`src/design/mrmf_pkg.sv`:
```
// types, codes and the crc step shared by the framer modules
package mrmf_pkg;

	typedef enum logic [1:0] {
		REQ_START   = 2'd0,
		REQ_WDATA   = 2'd1,
		REQ_RXBYTE  = 2'd2,
		REQ_TIMEOUT = 2'd3
	} req_t;

	localparam logic [1:0] KIND_TX     = 2'd0;
	localparam logic [1:0] KIND_WORD   = 2'd1;
	localparam logic [1:0] KIND_STATUS = 2'd2;

	localparam logic [2:0] ST_OK          = 3'd0;
	localparam logic [2:0] ST_BAD_FUNC    = 3'd1;
	localparam logic [2:0] ST_BAD_FRAME   = 3'd2;
	localparam logic [2:0] ST_TIMEOUT     = 3'd3;
	localparam logic [2:0] ST_WRONG_SLAVE = 3'd4;

	localparam logic [7:0] FN_READ_HOLD   = 8'h03;
	localparam logic [7:0] FN_READ_INPUT  = 8'h04;
	localparam logic [7:0] FN_WRITE_COIL  = 8'h05;
	localparam logic [7:0] FN_WRITE_REG   = 8'h06;
	localparam logic [7:0] FN_EXC_STATUS  = 8'h07;
	localparam logic [7:0] FN_DIAG        = 8'h08;
	localparam logic [7:0] FN_WRITE_MULTI = 8'h10;

	localparam logic [15:0] CRC_INIT = 16'hffff;
	localparam logic [15:0] CRC_POLY = 16'ha001;

	localparam logic [8:0] LEN_BAND1 = 9'd17;
	localparam logic [8:0] LEN_BAND2 = 9'd18;
	localparam logic [8:0] LEN_BAND3 = 9'd19;
	localparam logic [8:0] LEN_WRITE = 9'd8;
	localparam logic [8:0] LEN_EXC   = 9'd5;

	localparam int MAX_READ_WORDS = 13;
	localparam int FIFO_DEPTH     = 4;
	localparam int FIFO_AW        = 2;

	typedef struct packed {
		req_t        req;
		logic [7:0]  slave;
		logic [7:0]  function_req;
		logic [15:0] address;
		logic [6:0]  quantity;
		logic [15:0] data_word;
		logic [7:0]  rx_byte;
	} item_t;

	typedef struct packed {
		logic  valid;
		item_t item;
	} q_head_t;

	function automatic logic [15:0] crc_byte(input logic [15:0] crc, input logic [7:0] b);
		logic [15:0] c;
		c = crc ^ {8'h00, b};
		for (int k = 0; k < 8; k++) begin
			c = c[0] ? ((c >> 1) ^ CRC_POLY) : (c >> 1);
		end
		return c;
	endfunction

endpackage

```
`src/design/modbus_rtu_master_framer.sv`:
```
// Modbus RTU master framer. Items enter a four-deep queue, so the input side keeps
// accepting until it is full while the engine works. The engine decodes each item,
// then sends its results through the output register, one per cycle unless stalled.
// A start with an unknown function gives a status only, a known one its frame bytes
// plus CRC. A function 16 data word gives two bytes, the last one plus CRC; a timeout
// in a transaction a status; the byte completing a response up to 13 read words and
// a status. The CRC is computed byte by byte as frame bytes leave and response bytes
// arrive, so the final check needs no buffer pass; read words are packed on arrival.
module modbus_rtu_master_framer #(
	parameter int RX_BUF_BYTES    = 32,
	parameter int MAX_WRITE_WORDS = 123
) (
	input  logic        clk,
	input  logic        arst_n,
	input  logic        req_valid,
	output logic        req_ready,
	input  logic [1:0]  req_type,
	input  logic [7:0]  slave,
	input  logic [7:0]  function_req,
	input  logic [15:0] address,
	input  logic [6:0]  quantity,
	input  logic [15:0] data_word,
	input  logic [7:0]  rx_byte,
	output logic        res_valid,
	input  logic        res_ready,
	output logic [1:0]  out_kind,
	output logic [7:0]  tx_byte,
	output logic [15:0] data_value,
	output logic [2:0]  status,
	output logic        last
);
	import mrmf_pkg::*;

	q_head_t head;
	logic    pop;

	mrmf_front u_front (
		.clk          (clk),
		.arst_n       (arst_n),
		.req_valid    (req_valid),
		.req_ready    (req_ready),
		.req_type     (req_type),
		.slave        (slave),
		.function_req (function_req),
		.address      (address),
		.quantity     (quantity),
		.data_word    (data_word),
		.rx_byte      (rx_byte),
		.head         (head),
		.pop          (pop)
	);

	mrmf_back #(
		.RX_BUF_BYTES    (RX_BUF_BYTES),
		.MAX_WRITE_WORDS (MAX_WRITE_WORDS)
	) u_back (
		.clk        (clk),
		.arst_n     (arst_n),
		.head       (head),
		.pop        (pop),
		.res_valid  (res_valid),
		.res_ready  (res_ready),
		.out_kind   (out_kind),
		.tx_byte    (tx_byte),
		.data_value (data_value),
		.status     (status),
		.last       (last)
	);

endmodule

```
`src/design/mrmf_front.sv`:
```
// front end: takes items, tags their kind and queues them for the engine
module mrmf_front (
	input  logic              clk,
	input  logic              arst_n,
	input  logic              req_valid,
	output logic              req_ready,
	input  logic [1:0]        req_type,
	input  logic [7:0]        slave,
	input  logic [7:0]        function_req,
	input  logic [15:0]       address,
	input  logic [6:0]        quantity,
	input  logic [15:0]       data_word,
	input  logic [7:0]        rx_byte,
	output mrmf_pkg::q_head_t head,
	input  logic              pop
);
	import mrmf_pkg::*;

	item_t              fifo_q [FIFO_DEPTH];
	logic [FIFO_AW-1:0] wr_ptr_q;
	logic [FIFO_AW-1:0] rd_ptr_q;
	logic [FIFO_AW:0]   count_q;
	item_t              item_in;
	logic               push;
	logic               do_pop;

	always_comb begin
		item_in.slave        = slave;
		item_in.function_req = function_req;
		item_in.address      = address;
		item_in.quantity     = quantity;
		item_in.data_word    = data_word;
		item_in.rx_byte      = rx_byte;
		case (req_type)
			2'd0: item_in.req = REQ_START;
			2'd1: item_in.req = REQ_WDATA;
			2'd2: item_in.req = REQ_RXBYTE;
			default: item_in.req = REQ_TIMEOUT;
		endcase
	end

	assign req_ready  = (count_q != (FIFO_AW+1)'(FIFO_DEPTH));
	assign push       = req_valid && req_ready;
	assign head.valid = (count_q != '0);
	assign head.item  = fifo_q[rd_ptr_q];
	assign do_pop     = pop && head.valid;

	always_ff @(posedge clk) begin
		if (push) begin
			fifo_q[wr_ptr_q] <= item_in;
		end
	end

	always_ff @(posedge clk or negedge arst_n) begin
		if (!arst_n) begin
			wr_ptr_q <= '0;
			rd_ptr_q <= '0;
			count_q  <= '0;
		end else begin
			if (push) begin
				wr_ptr_q <= wr_ptr_q + 1'b1;
			end
			if (do_pop) begin
				rd_ptr_q <= rd_ptr_q + 1'b1;
			end
			case ({push, do_pop})
				2'b10: count_q <= count_q + 1'b1;
				2'b01: count_q <= count_q - 1'b1;
				default: count_q <= count_q;
			endcase
		end
	end

endmodule

```
`src/design/mrmf_back.sv`:
```
// back end: protocol engine, frame sequencer and result register
module mrmf_back #(
	parameter int RX_BUF_BYTES    = 32,
	parameter int MAX_WRITE_WORDS = 123
) (
	input  logic              clk,
	input  logic              arst_n,
	input  mrmf_pkg::q_head_t head,
	output logic              pop,
	output logic              res_valid,
	input  logic              res_ready,
	output logic [1:0]        out_kind,
	output logic [7:0]        tx_byte,
	output logic [15:0]       data_value,
	output logic [2:0]        status,
	output logic              last
);
	import mrmf_pkg::*;

	localparam int CW = $clog2(RX_BUF_BYTES + 1);

	typedef enum logic [3:0] {
		S_DECODE = 4'b0001,
		S_TX     = 4'b0010,
		S_WORDS  = 4'b0100,
		S_STATUS = 4'b1000
	} seq_t;

	typedef enum logic [2:0] {
		PH_IDLE  = 3'b001,
		PH_WDATA = 3'b010,
		PH_RECV  = 3'b100
	} phase_t;

	seq_t        state_q, state_d;
	phase_t      phase_q, phase_d;
	logic        order_low_q, order_low_d;
	logic [7:0]  slave_q, slave_d;
	logic [7:0]  func_q, func_d;
	logic [6:0]  qty_q, qty_d;
	logic [6:0]  words_left_q, words_left_d;
	logic [15:0] tx_crc_q, tx_crc_d;
	logic [15:0] rx_crc_q, rx_crc_d;
	logic [CW-1:0] rx_count_q, rx_count_d;
	logic [CW-1:0] exp_len_q, exp_len_d;
	logic        seen_nz_q, seen_nz_d;
	logic [7:0]  byte0_q, byte0_d;
	logic [7:0]  byte1_q, byte1_d;
	logic [7:0]  byte2_q, byte2_d;
	logic [7:0]  prev_q, prev_d;
	logic [7:0]  hi_q, hi_d;
	logic [7:0]  frame_q [7];
	logic [7:0]  frame_d [7];
	logic [2:0]  frame_n_q, frame_n_d;
	logic [2:0]  frame_idx_q, frame_idx_d;
	logic        tail_q, tail_d;
	logic        in_crc_q, in_crc_d;
	logic        crc_idx_q, crc_idx_d;
	logic [3:0]  word_cnt_q, word_cnt_d;
	logic [3:0]  word_idx_q, word_idx_d;
	logic        word7_q, word7_d;
	logic [2:0]  stat_q, stat_d;
	logic [15:0] wmem_q [MAX_READ_WORDS];

	logic        wr_word;
	logic [3:0]  wr_idx;
	logic [15:0] wr_data;

	logic        emit;
	logic [1:0]  e_kind;
	logic [7:0]  e_tx;
	logic [15:0] e_val;
	logic [2:0]  e_st;
	logic        e_last;

	logic        res_valid_q;
	logic [1:0]  kind_q;
	logic [7:0]  tx_q;
	logic [15:0] val_q;
	logic [2:0]  st_q;
	logic        last_q;

	logic        slot_free;

	// decode temporaries
	logic [7:0]  s, f, b;
	logic [6:0]  qs;
	logic [8:0]  len_raw;
	logic        known;
	logic        rd;
	logic [CW:0] k1, k2;
	logic [8:0]  off;
	logic [8:0]  hl;
	logic [2:0]  st;
	logic        crc_ok;
	logic [7:0]  cur_byte;
	logic [6:0]  wl_next;

	assign slot_free = !res_valid_q || res_ready;

	always_comb begin
		state_d      = state_q;
		phase_d      = phase_q;
		order_low_d  = order_low_q;
		slave_d      = slave_q;
		func_d       = func_q;
		qty_d        = qty_q;
		words_left_d = words_left_q;
		tx_crc_d     = tx_crc_q;
		rx_crc_d     = rx_crc_q;
		rx_count_d   = rx_count_q;
		exp_len_d    = exp_len_q;
		seen_nz_d    = seen_nz_q;
		byte0_d      = byte0_q;
		byte1_d      = byte1_q;
		byte2_d      = byte2_q;
		prev_d       = prev_q;
		hi_d         = hi_q;
		frame_d      = frame_q;
		frame_n_d    = frame_n_q;
		frame_idx_d  = frame_idx_q;
		tail_d       = tail_q;
		in_crc_d     = in_crc_q;
		crc_idx_d    = crc_idx_q;
		word_cnt_d   = word_cnt_q;
		word_idx_d   = word_idx_q;
		word7_d      = word7_q;
		stat_d       = stat_q;
		wr_word      = 1'b0;
		wr_idx       = '0;
		wr_data      = '0;
		pop          = 1'b0;
		emit         = 1'b0;
		e_kind       = KIND_TX;
		e_tx         = '0;
		e_val        = '0;
		e_st         = ST_OK;
		e_last       = 1'b0;

		s       = head.item.slave;
		f       = head.item.function_req;
		b       = head.item.rx_byte;
		qs      = head.item.quantity;
		len_raw = LEN_WRITE;
		known   = 1'b1;
		rd      = (func_q == FN_READ_HOLD) || (func_q == FN_READ_INPUT);
		k1      = {1'b0, rx_count_q} + 1'b1;
		k2      = {1'b0, rx_count_q} + 2'd2;
		off     = 9'(rx_count_q) - 9'd3;
		hl      = (9'(exp_len_q) - 9'd5) >> 1;
		st      = ST_OK;
		crc_ok  = 1'b0;
		cur_byte = frame_q[frame_idx_q];
		wl_next = words_left_q;

		case (state_q)
			S_DECODE: begin
				if (head.valid) begin
					pop = 1'b1;
					case (head.item.req)
						REQ_START: begin
							if (s >= 8'd1 && s <= 8'd32) begin
								order_low_d = 1'b1;
							end else if (s >= 8'd33 && s <= 8'd96) begin
								order_low_d = 1'b0;
							end
							phase_d  = PH_IDLE;
							slave_d  = s;
							func_d   = f;
							tx_crc_d = CRC_INIT;
							if (f == FN_WRITE_MULTI && int'(qs) > MAX_WRITE_WORDS) begin
								qs = 7'(MAX_WRITE_WORDS);
							end
							qty_d       = qs;
							frame_d[0]  = s;
							frame_d[1]  = f;
							frame_d[2]  = head.item.address[15:8];
							frame_d[3]  = head.item.address[7:0];
							frame_d[4]  = 8'h00;
							frame_d[5]  = {1'b0, qs};
							frame_d[6]  = {qs, 1'b0};
							frame_n_d   = 3'd6;
							tail_d      = 1'b1;
							case (f)
								FN_READ_HOLD, FN_READ_INPUT: begin
									if (s >= 8'd1 && s <= 8'd32) begin
										len_raw = LEN_BAND1;
									end else if (s >= 8'd33 && s <= 8'd64) begin
										len_raw = LEN_BAND2;
									end else if (s >= 8'd65 && s <= 8'd96) begin
										len_raw = LEN_BAND3;
									end else begin
										len_raw = 9'd5 + {1'b0, qs, 1'b0};
									end
								end
								FN_WRITE_COIL, FN_WRITE_REG: begin
									frame_d[4] = head.item.data_word[15:8];
									frame_d[5] = head.item.data_word[7:0];
								end
								FN_EXC_STATUS: begin
									len_raw   = LEN_EXC;
									frame_n_d = 3'd2;
								end
								FN_DIAG: begin
									frame_d[2] = 8'h00;
									frame_d[3] = 8'h00;
									frame_d[5] = 8'h00;
								end
								FN_WRITE_MULTI: begin
									frame_n_d    = 3'd7;
									words_left_d = qs;
									tail_d       = (qs == '0);
								end
								default: begin
									known = 1'b0;
								end
							endcase
							if (!known) begin
								stat_d  = ST_BAD_FUNC;
								state_d = S_STATUS;
							end else begin
								exp_len_d = (len_raw > 9'(RX_BUF_BYTES)) ?
									CW'(RX_BUF_BYTES) : CW'(len_raw);
								frame_idx_d = '0;
								in_crc_d    = 1'b0;
								crc_idx_d   = 1'b0;
								state_d     = S_TX;
								if (tail_d) begin
									phase_d    = PH_RECV;
									rx_count_d = '0;
									seen_nz_d  = 1'b0;
									rx_crc_d   = CRC_INIT;
								end else begin
									phase_d = PH_WDATA;
								end
							end
						end
						REQ_WDATA: begin
							if (phase_q == PH_WDATA) begin
								frame_d[0] = head.item.data_word[15:8];
								frame_d[1] = head.item.data_word[7:0];
								frame_n_d  = 3'd2;
								if (words_left_q != '0) begin
									wl_next = words_left_q - 1'b1;
								end
								words_left_d = wl_next;
								tail_d       = (wl_next == '0);
								frame_idx_d  = '0;
								in_crc_d     = 1'b0;
								crc_idx_d    = 1'b0;
								state_d      = S_TX;
								if (wl_next == '0) begin
									phase_d    = PH_RECV;
									rx_count_d = '0;
									seen_nz_d  = 1'b0;
									rx_crc_d   = CRC_INIT;
								end
							end
						end
						REQ_RXBYTE: begin
							if (phase_q == PH_RECV && (seen_nz_q || b != 8'h00)) begin
								seen_nz_d  = 1'b1;
								rx_count_d = k1[CW-1:0];
								prev_d     = b;
								if (rx_count_q == CW'(0)) begin
									byte0_d = b;
								end
								if (rx_count_q == CW'(1)) begin
									byte1_d = b;
								end
								if (rx_count_q == CW'(2)) begin
									byte2_d = b;
								end
								// pack data bytes into words as they arrive
								if (9'(rx_count_q) >= 9'd3) begin
									if (!off[0]) begin
										hi_d = b;
									end else if (off[8:1] < 8'(MAX_READ_WORDS)) begin
										wr_word = 1'b1;
										wr_idx  = off[4:1];
										wr_data = {hi_q, b};
									end
								end
								if (k2 < {1'b0, exp_len_q}) begin
									rx_crc_d = crc_byte(rx_crc_q, b);
								end
								if (k1 >= {1'b0, exp_len_q}) begin
									phase_d = PH_IDLE;
									if (order_low_q) begin
										crc_ok = (prev_q == rx_crc_q[7:0]) && (b == rx_crc_q[15:8]);
									end else begin
										crc_ok = (prev_q == rx_crc_q[15:8]) && (b == rx_crc_q[7:0]);
									end
									if (byte0_q != slave_q) begin
										st = ST_WRONG_SLAVE;
									end else if (rd ? (byte1_q != FN_READ_HOLD &&
										byte1_q != FN_READ_INPUT) : (byte1_q != func_q)) begin
										st = ST_BAD_FRAME;
									end else if (!crc_ok) begin
										st = ST_BAD_FRAME;
									end
									stat_d     = st;
									word_idx_d = '0;
									word7_d    = 1'b0;
									if (9'(qty_q) < hl) begin
										hl = 9'(qty_q);
									end
									if (hl > 9'(MAX_READ_WORDS)) begin
										hl = 9'(MAX_READ_WORDS);
									end
									word_cnt_d = hl[3:0];
									state_d    = S_STATUS;
									if (st == ST_OK && rd && hl != '0) begin
										state_d = S_WORDS;
									end else if (st == ST_OK && func_q == FN_EXC_STATUS) begin
										word7_d    = 1'b1;
										word_cnt_d = 4'd1;
										state_d    = S_WORDS;
									end
								end
							end
						end
						default: begin
							if (phase_q != PH_IDLE) begin
								phase_d = PH_IDLE;
								stat_d  = ST_TIMEOUT;
								state_d = S_STATUS;
							end
						end
					endcase
				end
			end
			S_TX: begin
				if (slot_free) begin
					emit = 1'b1;
					if (!in_crc_q) begin
						e_tx        = cur_byte;
						tx_crc_d    = crc_byte(tx_crc_q, cur_byte);
						frame_idx_d = frame_idx_q + 1'b1;
						if (frame_idx_q == frame_n_q - 1'b1) begin
							if (tail_q) begin
								in_crc_d = 1'b1;
							end else begin
								e_last  = 1'b1;
								state_d = S_DECODE;
							end
						end
					end else begin
						// low byte first when the order flag is set, else high byte first
						e_tx      = (order_low_q == !crc_idx_q) ? tx_crc_q[7:0] : tx_crc_q[15:8];
						crc_idx_d = 1'b1;
						if (crc_idx_q) begin
							e_last  = 1'b1;
							state_d = S_DECODE;
						end
					end
				end
			end
			S_WORDS: begin
				if (slot_free) begin
					emit       = 1'b1;
					e_kind     = KIND_WORD;
					e_val      = word7_q ? {8'h00, byte2_q} : wmem_q[word_idx_q];
					word_idx_d = word_idx_q + 1'b1;
					if (word_idx_q == word_cnt_q - 1'b1) begin
						state_d = S_STATUS;
					end
				end
			end
			S_STATUS: begin
				if (slot_free) begin
					emit    = 1'b1;
					e_kind  = KIND_STATUS;
					e_st    = stat_q;
					e_last  = 1'b1;
					state_d = S_DECODE;
				end
			end
			default: begin
				state_d = S_DECODE;
			end
		endcase
	end

	always_ff @(posedge clk) begin
		frame_q <= frame_d;
		if (wr_word) begin
			wmem_q[wr_idx] <= wr_data;
		end
		if (emit) begin
			kind_q <= e_kind;
			tx_q   <= e_tx;
			val_q  <= e_val;
			st_q   <= e_st;
			last_q <= e_last;
		end
	end

	always_ff @(posedge clk or negedge arst_n) begin
		if (!arst_n) begin
			state_q      <= S_DECODE;
			phase_q      <= PH_IDLE;
			order_low_q  <= 1'b0;
			slave_q      <= '0;
			func_q       <= '0;
			qty_q        <= '0;
			words_left_q <= '0;
			tx_crc_q     <= CRC_INIT;
			rx_crc_q     <= CRC_INIT;
			rx_count_q   <= '0;
			exp_len_q    <= '0;
			seen_nz_q    <= 1'b0;
			byte0_q      <= '0;
			byte1_q      <= '0;
			byte2_q      <= '0;
			prev_q       <= '0;
			hi_q         <= '0;
			frame_n_q    <= '0;
			frame_idx_q  <= '0;
			tail_q       <= 1'b0;
			in_crc_q     <= 1'b0;
			crc_idx_q    <= 1'b0;
			word_cnt_q   <= '0;
			word_idx_q   <= '0;
			word7_q      <= 1'b0;
			stat_q       <= ST_OK;
			res_valid_q  <= 1'b0;
		end else begin
			state_q      <= state_d;
			phase_q      <= phase_d;
			order_low_q  <= order_low_d;
			slave_q      <= slave_d;
			func_q       <= func_d;
			qty_q        <= qty_d;
			words_left_q <= words_left_d;
			tx_crc_q     <= tx_crc_d;
			rx_crc_q     <= rx_crc_d;
			rx_count_q   <= rx_count_d;
			exp_len_q    <= exp_len_d;
			seen_nz_q    <= seen_nz_d;
			byte0_q      <= byte0_d;
			byte1_q      <= byte1_d;
			byte2_q      <= byte2_d;
			prev_q       <= prev_d;
			hi_q         <= hi_d;
			frame_n_q    <= frame_n_d;
			frame_idx_q  <= frame_idx_d;
			tail_q       <= tail_d;
			in_crc_q     <= in_crc_d;
			crc_idx_q    <= crc_idx_d;
			word_cnt_q   <= word_cnt_d;
			word_idx_q   <= word_idx_d;
			word7_q      <= word7_d;
			stat_q       <= stat_d;
			if (emit) begin
				res_valid_q <= 1'b1;
			end else if (res_ready) begin
				res_valid_q <= 1'b0;
			end
		end
	end

	assign res_valid  = res_valid_q;
	assign out_kind   = kind_q;
	assign tx_byte    = tx_q;
	assign data_value = val_q;
	assign status     = st_q;
	assign last       = last_q;

endmodule

```
`config.mk`:
```
export PLATFORM = sky130hd
export DESIGN_NAME = modbus_rtu_master_framer
export DESIGN_NICKNAME = d
export VERILOG_FILES = /design/src/design/mrmf_pkg.sv /design/src/design/modbus_rtu_master_framer.sv /design/src/design/mrmf_front.sv /design/src/design/mrmf_back.sv
export SDC_FILE = /design/constraint.sdc
export NUM_CORES = 1
export LEC_CHECK = 0
export BUFFER_PORTS_ARGS = -buffer_cell sky130_fd_sc_hd__buf_2
export CAP_MARGIN = 20
export CELL_PAD_IN_SITES_DETAIL_PLACEMENT = 0
export CELL_PAD_IN_SITES_GLOBAL_PLACEMENT = 1
export CORE_UTILIZATION = 55
export DETAILED_ROUTE_END_ITERATION = 12
export GPL_ROUTABILITY_DRIVEN = 0
export PLACE_DENSITY_LB_ADDON = 0.1
export SLEW_MARGIN = 0
export SYNTH_ARGS = -nofsm -noshare
export SYNTH_HDL_FRONTEND = slang
export SYNTH_SLANG_ARGS = --single-unit
```
`constraint.sdc`:
```
create_clock -name clk -period 9.45 [get_ports clk]
set_clock_uncertainty 0.15 [all_clocks]
set_input_delay 0.4725 -clock clk [delete_from_list [all_inputs] [get_ports clk]]
set_output_delay 0.4725 -clock clk [all_outputs]
set_load 0.005 [all_outputs]
```
-- Word level (Yosys, flattened, before mapping)
Memory sizes are Yosys's and may differ from the RTL's.
Cells that the tools add are included.
- reduce and logical (&&, ||, !) cells: 67
- bitwise operators: 23
- equality and inequality tests: 66
- magnitude comparators: 15
- add/sub/neg operators: 14
- multiplexer cells: 213
- operators by type and width (kind ; number):
    16-bit two-way mux ; 34
    9-bit two-way mux ; 17
    4-bit two-way mux ; 30
    7-bit two-way mux ; 11
    3-bit two-way mux ; 24
    16-bit case mux with 2 select lines ; 2
    1-bit two-way mux ; 57
    8-bit by 3-bit equality test with 1-bit output, second input constant ; 6
    8-bit two-way mux ; 6
    2-bit inverter with 3-bit output ; 16
    16-bit case mux with 3 select lines ; 1
    6-bit two-way mux ; 6
    8-bit equality test ; 4
    16-bit by 8-bit bitwise XOR with 16-bit output ; 2
    3-bit case mux with 2 select lines ; 5
    5-bit AND reduction ; 6
    2-bit by 1-bit inequality test with 1-bit output, second input constant ; 14
    7-bit AND reduction ; 4
    8-bit binary-select mux with 3-bit select ; 1
    3-bit case mux with 3 select lines ; 2
    6-bit case mux with 3 select lines ; 1
    9-bit case mux with 2 select lines ; 1
    6-bit AND reduction ; 3
    8-bit by 2-bit equality test with 1-bit output, second input constant ; 2
    82 further kinds ; 143
- bits in writable memories: 468
- memories: 2
- output and inout port bits: 32
- logic and storage cells: 443
- register bits after elaboration: 237
- bits of input ports: 69
- memories (memory ; words ; width ; read ports ; clocked after Yosys merged registers in ; wr ports ; line ; text):
    u_front.fifo_q ; 4 ; 65 ; 1 ; 0 ; 1 ; mrmf_front.sv:19 ; item_t fifo_q [FIFO_DEPTH];
    u_back.wmem_q ; 13 ; 16 ; 1 ; 0 ; 1 ; mrmf_back.sv:63 ; logic [15:0] wmem_q [MAX_READ_WORDS];

-- Logic depth before layout (Yosys ltp)
Gate-level depths: netlist of the first run.
An unclocked memory read counts as a cell.
- depth in word-level cells: 26
- depth in mapped cells: 14
- gate-level depth less buffers: 13

-- By module
A second synthesis of the first run with hierarchy kept.
- cell total of the unflattened synthesis: 1938
- area, all modules: 30429.2 sq um
- modules (own cells, without submodules) (module ; cells an instance ; area each (sq um) ; times used):
    mrmf_back ; 1559 ; 20622.3 ; 1
    mrmf_front ; 379 ; 9806.9 ; 1

-- Worst setup path after synthesis of the first run
No wires, ideal clock.
- path kind: register to register
- start: register u_front.rd_ptr_q[1]
- end: memory u_back.wmem_q[4][0] (enable)
- arrival: 4.011 ns
- setup time: 0.430 ns
- cell stages (with the launch flop): 11
- setup slack: 4.859 ns
- path buffers: 3
- path through: dfrtp_1 > buf_2 > buf_6 > mux2_2 > o21ai_2 > nand2_1 > nor3_1 > and4_1 > buf_2 > nand2b_1 > nor4_1
- word-level cells in the longest chain between the ends: 10
- elaborated cells on any way between the ends: 15
- classes of those cells: 1 x eq/ne; 10 x mux; 3 x reduce/logical; 1 x memory
- RTL lines (what ; line ; text):
    from (decl) ; mrmf_front.sv:21 ; logic [FIFO_AW-1:0] rd_ptr_q;
    from (signal assigned) ; mrmf_front.sv:64 ; rd_ptr_q <= rd_ptr_q + 1'b1;
    memory read 4 x 65 bit * ; - ;
    8-bit nonzero test ; mrmf_back.sv:261 ; if (phase_q == PH_RECV && (seen_nz_q || b != 8'h00)) begin
    1-bit logical OR ; mrmf_back.sv:261 ;
    1-bit logical AND ; mrmf_back.sv:261 ;
    1-bit two-way mux ; mrmf_back.sv:261 ;
    1-bit two-way mux ; mrmf_back.sv:160 ; case (head.item.req)
    1-bit two-way mux ; mrmf_back.sv:158 ; if (head.valid) begin
    1-bit two-way mux ; mrmf_back.sv:156 ; case (state_q)
    1-bit two-way mux ; mrmf_back.sv:387 ; if (wr_word) begin
    1-bit two-way mux (implied by the code) ; mrmf_back.sv:388 ; wmem_q[wr_idx] <= wr_data;
    to (decl) ; mrmf_back.sv:63 ;
Mark *: on every way between the ends. The rest lies on a longest branch, timed or not.

-- Final worst setup path of the first run
- start: register u_front.rd_ptr_q[0]
- end: memory u_back.wmem_q[2][8] (enable)
The elaborated chain is that of the path after synthesis.

==> reports/summary.txt, run 1 <==
status: complete, no violations
Initial DRT Pass Iterations: 5
postcts setup bufs: 0
area grow syn2layout: 13.9%
initial drt markers: 1376
ys async rst share: 21.6%
PwrDens: 298 mW/mm2
Netlist Area Pre-Place: 0.0305 mm2
largest net degree at the start of global routing: 88
Seq/Total Area, Yosys: 67.2%
Crit Path Max Fanout: 38
unrepaired setup endpoints after global routing: false
final setup fails: 0
Tot GR Track Use: 24.4%
WHS: 0.136 ns
instance area at placement: 0.0317 mm2
Clk pwr share: 27.1%
worst skew pair latency: 0.61 ns
Worst VDD drop: 0.183 mV
# hold bufs at CTS: 66
Setup TNS: 0 ns
CTS resizes: 0
Initial Util: 56.1%
Comb pwr share: 31.3%
syn_area_per_cell: 15.6 um2
ANT nets after route: 0
core area: 0.0542 mm2
switching power: 3430 uW
Relative slew margins: 23.2%
worst min path class: in -> reg
leakage power: 0.0124 uW
final non-filler cell total: 2891
CTS Buffer Depth: 3
Critical Path RT: 9.54 ns
Avg Vias per Cell: 5.88
post-synthesis cell type count: 83
design area: 0.0347 mm2
Synth Instances: 1951
cts bufs inserted: 73
Site Rows: 85
Die Ht: 237 um
crit path DAT: 5.60 ns
number of global-route vias before repair: 17242
# H-tree levels: 3
DR vias: 17005
dpl hpwl: 43100 um
Syn. warnings: 0
switch share: 33.2%
EDFF count, synth: 553
antenna violations before repair: 2
internal power: 6920 uW
Post-Route WL: 66600 um
wire length per cell: 23.0 um
syn nets: 2061
full die area: 0.0563 mm2
Synth Flop Type: edfxtp_1
Slew @ Worst Pin: 1.15 ns
Final Slew Violations: 0
Die Wd: 237 um
clk slew on worst S/H paths: 0.06 ns
first-pass GRT wire length: 103000 um
IO Count: 101
total gr overflow: 0
CP endpoint kind: register
max frequency: 181 MHz
crit path launch type: register
clk root buf: clkbuf_16
post-route minimum period: 5.51 ns
max_cap viols: 0
Hold Vio Cnt, Final: 0
IO Port Bufs: 100
Yosys reg bits: 705
critical path class: reg -> reg
Cells after DPL: 2687
share of the clock period used by the worst path: 58.3%
share of cells above drive strength 1: 21.9%
DRC: 0
CTS tree: yes
Flop pwr share: 41.7%
layout net count: 2243
TritonCTS sink count: 705
-- path summary, 6_finish.rpt --
| kind | start | to | cells past startpoint | slack, ns |
|---|---|---|---|---|
| min reg2reg | u_back.frame_n_q[1]$_DFFE_PN0P_ | u_back.frame_n_q[1]$_DFFE_PN0P_ | 2 | 0.30 |
| min | req_valid | u_front.wr_ptr_q[0]$_DFFE_PN0P_ | 3 | 0.14 |
| max reg2reg | u_front.rd_ptr_q[0]$_DFFE_PN0P_ | u_back.wmem_q[2][8]$_DFFE_PP_ | 9 | 3.94 |
| max | u_front.rd_ptr_q[0]$_DFFE_PN0P_ | u_back.wmem_q[2][8]$_DFFE_PP_ | 9 | 3.94 |
| max in group asynchronous | arst_n | u_front.rd_ptr_q[0]$_DFFE_PN0P_ | 3 | 7.25 |
| min in group asynchronous | arst_n | u_back.byte2_q[6]$_DFFE_PN0P_ | 2 | 0.37 |
-- Yosys cell counts (all sizes together) (40+ instances only) --
cell	instances	area, um2
edfxtp	553	16600
nand2	204	766
mux4	130	2940
dfrtp	118	2950
nor2	90	343
xnor2	76	681
o21ai	71	370
inv	61	229
clkbuf	56	210
a21oi	55	290
mux2i	46	460
mux2	45	510
and2	42	263
ha	40	500
-- state kept, by name, summed over array words and instances (netlist names), 16 cells and up --
register	count
u_front.fifo_q	260
u_back.frame_q	55
u_back.rx_crc_q	16
u_back.tx_crc_q	16
u_back.data_value	16
u_back.wmem_q	208
-- per-layer routing --
metal / GRT usage (%) / up-vias / share of wire [%]
li1: - / 7750 / -
met1: 37.7 / 8717 / 47
met2: 36.2 / 465 / 45
met3: 4.23 / 73 / 6.4
met4: 6.28 / 0 / 1.5
met5: 0 / - / 0
-- final cells by class --
type | instances | area (um2)
flip-flops and latches | 705 | 20500
clock inverters | 45 | 390
diodes | 2 | 5.00
multi-input cells | 1092 | 9340
well taps | 696 | 871
inverters | 62 | 233
repair buffers | 199 | 1440
clock buffers | 90 | 1950
fillers | 3935 | 19600
-- cells in the final DEF, fill, tap and decap left out, drive strengths merged, types with 42 or more instances in the layout --
cell / n
edfxtp: 553
nand2: 204
buf: 133
mux4: 130
dfrtp: 118
nor2: 90
clkbuf: 90
xnor2: 76
o21ai: 71
dlygate4sd3: 66
inv: 65
a21oi: 55
mux2i: 46
mux2: 45
and2: 42
-- critical path: stages, from the launching register on --
cell	delay (ns)
dfrtp_4	0.88
buf_4	0.71
nand2_1	0.18
o21ai_2	0.22
nand2_1	0.55
nor3_1	0.31
buf_4	0.26
and4_1	0.56
nand2_1	0.33
nor3_4	0.88
-- power groups by stage --
stage	Sequential [uW]	Combinational, uW	Clock [uW]
5_1_grt	4370	3560	2980
3_5_place_dp	4380	3220	0
2_1_floorplan	4200	2540	0
4_1_cts	4320	3260	2850
6_report	4310	3240	2800
3_3_place_gp	4360	3200	0
-- cell families after synthesis --
kind of cell               synth area share [%]
muxes                                      12.8
xor gates and xnor gates                   3.39
and+or+nand+nor                            7.74
adders and majority gates                  1.71
DFF                                        67.2
AOI/OAI and AO/OA                          4.80
buffers and inverters                      2.37
-- stage by stage --
stage	util, %	power [uW]	setup WS (ns)
floorplan	-	6740	4.86
global placement	58.4	7550	4.03
detailed placement	58.4	7600	3.92
CTS	63.9	10400	3.86
global route	64.0	10900	3.38
finish	64.0	10400	3.94
No activity file was read; power rests on OpenSTA's default activity.
==> run 2, diff against run 1 <==
Settings changed: CORE_UTILIZATION 55 to 53.
Clock period 9.45 ns to 5.4 ns, I/O delays scaled along.
==> reports/summary.txt, run 2 (synthesis gave the netlist of run 1 again) <==
status: complete, no violations
cts bufs inserted: 74
DR vias: 17065
clk root buf: clkbuf_16
share of the clock period used by the worst path: 77.4%
CP endpoint kind: register
CP cell instances: mux4_2, nor3_2, nand4b_2, o21ai_0, inv_1, ha_1, nor4_1, nor4_4, o41ai_1
Avg Vias per Cell: 5.75
Top Registers: u_front.fifo_q: 260 flops, u_back.wmem_q: 208 flops, u_back.frame_q: 55 flops
Bufs and invs on worst path: 1
DRC: 0
Post-Route WL: 67600 um
crit path DAT: 4.52 ns
max incr delay on CP: 0.82 ns
worst skew pair latency: 0.62 ns
antenna violations before repair: 2
post-route minimum period: 4.18 ns
critical path class: reg -> reg
number of global-route vias before repair: 17422
worst setup margin: 1.22 ns
wire length per cell: 22.8 um
Die Ht: 242 um
TritonCTS sink count: 705
postcts setup bufs: 0
initial drt markers: 1435
final setup fails: 0
Setup TNS: 0 ns
dpl hpwl: 44300 um
max reg flops: 260
share of cells above drive strength 1: 22.6%
Initial Util: 53.8%
PwrDens: 526 mW/mm2
largest net degree at the start of global routing: 65
Worst VDD drop: 0.333 mV
Slew @ Worst Pin: 1.06 ns
crit path launch type: register
layout net count: 2264
IO Count: 101
Biggest register: u_front.fifo_q
max_cap viols: 0
DP Worst Slack: 1.25 ns
IO Port Bufs: 100
Slowest-stage cell, CP: dfrtp_4
clk slew on worst S/H paths: 0.06 ns
instance area at placement: 0.0318 mm2
Tot GR Track Use: 23.5%
unrepaired setup endpoints after global routing: false
leakage power: 0.0125 uW
total gr overflow: 0
core area: 0.0566 mm2
CP delay by family, top: simple AND/OR/NAND/NOR gates
Critical Path RT: 5.74 ns
Initial DRT Pass Iterations: 5
CTS tree: yes
Die Wd: 242 um
commonest non-fill, non-tap cells in the layout: edfxtp_1 (553), nand2_1 (204), mux4_2 (127)
Final Slew Violations: 0
commonest non-fill, non-tap cell in the layout: edfxtp_1
Crit Path Max Fanout: 32
max frequency: 239 MHz
Hold Vio Cnt, Final: 0
area grow syn2layout: 15.0%
ANT nets after route: 0
Relative slew margins: 29.6%
# H-tree levels: 3
full die area: 0.0584 mm2
worst min path class: in -> async
CTS Buffer Depth: 3
Site Rows: 87
first-pass GRT wire length: 104000 um
design area: 0.0350 mm2
-- run 2: cell types whose count changed in the layout (fill, tap and decap cells not counted), sizes merged --
| cell | delta |
|---|---|
| buf | +17 |
| clkbuf | +3 |
| bufinv | +3 |
| dlygate4sd3 | +3 |
| clkinv | -4 |
| clkinvlp | -1 |
| inv | -2 |
| diode | -1 |
-- run 2: final timing paths --
| check | startpoint | to | slack (ns) | cells after the start |
|---|---|---|---|---|
| max in group asynchronous | arst_n | u_back.word_idx_q[0]$_DFFE_PN0P_ | 4.04 | 3 |
| min in group clk | data_word[3] | u_front.fifo_q[0][11]$_DFFE_PP_ | 0.25 | 2 |
| hold / removal | arst_n | u_back.rx_crc_q[7]$_DFFE_PN1P_ | 0.05 | 2 |
| setup reg to reg | u_front.rd_ptr_q[0]$_DFFE_PN0P_ | u_back.exp_len_q[1]$_DFFE_PN0P_ | 1.22 | 9 |
| setup / recovery | u_front.rd_ptr_q[0]$_DFFE_PN0P_ | u_back.exp_len_q[1]$_DFFE_PN0P_ | 1.22 | 9 |
| hold reg to reg | u_back.frame_n_q[1]$_DFFE_PN0P_ | u_back.frame_n_q[1]$_DFFE_PN0P_ | 0.33 | 2 |
-- run 2: final cells by class --
cell class              instances  area [um2]
fillers                      4272       21600
multi-input cells            1092        9330
inverters                      62         233
clock buffers                  93        1970
repair buffers                219        1610
clock inverters                41         455
flip-flops and latches        705       20500
diodes                          1        2.50
well taps                     756         946
-- run 2: repair_timing --
item | in CTS | in global routing
resized for setup | 0 | 0
endpoints found under the hold margin | 347 | 0
endpoints found under the setup margin | 0 | 0
hold buffers | 69 | 0
-- run 2: per-layer routing --
metal  wire length, um  vias up  GRT usage, %
li1                  -     7784             -
met1             31300     8699          35.5
met2             30800      475          35.2
met5                 0        -             0
met3              3870      107          4.47
met4              1550        0          6.76
-- run 2: power by group --
| part | internal, uW | leakage [uW] | switching, uW | total, uW |
|---|---|---|---|---|
| logic | 2400 | 0.00449 | 3380 | 5780 |
| registers | 6910 | 0.00688 | 634 | 7550 |
| clock network | 2990 | 0.00117 | 2090 | 5080 |
| total | 12300 | 0.0125 | 6110 | 18400 |
-- run 2: metrics by stage --
step	utilization, %	power (uW)	std cells	hold slack, ns
4_1_cts	61.8	18500	2966	0.0274
5_1_grt	61.9	19300	2969	0.0619
3_5_place_dp	56.3	13400	2763	0.00678
2_1_floorplan	-	11800	1951	-0.176
6_report	61.9	18400	2969	0.0545
3_3_place_gp	56.3	13300	2763	0.000909
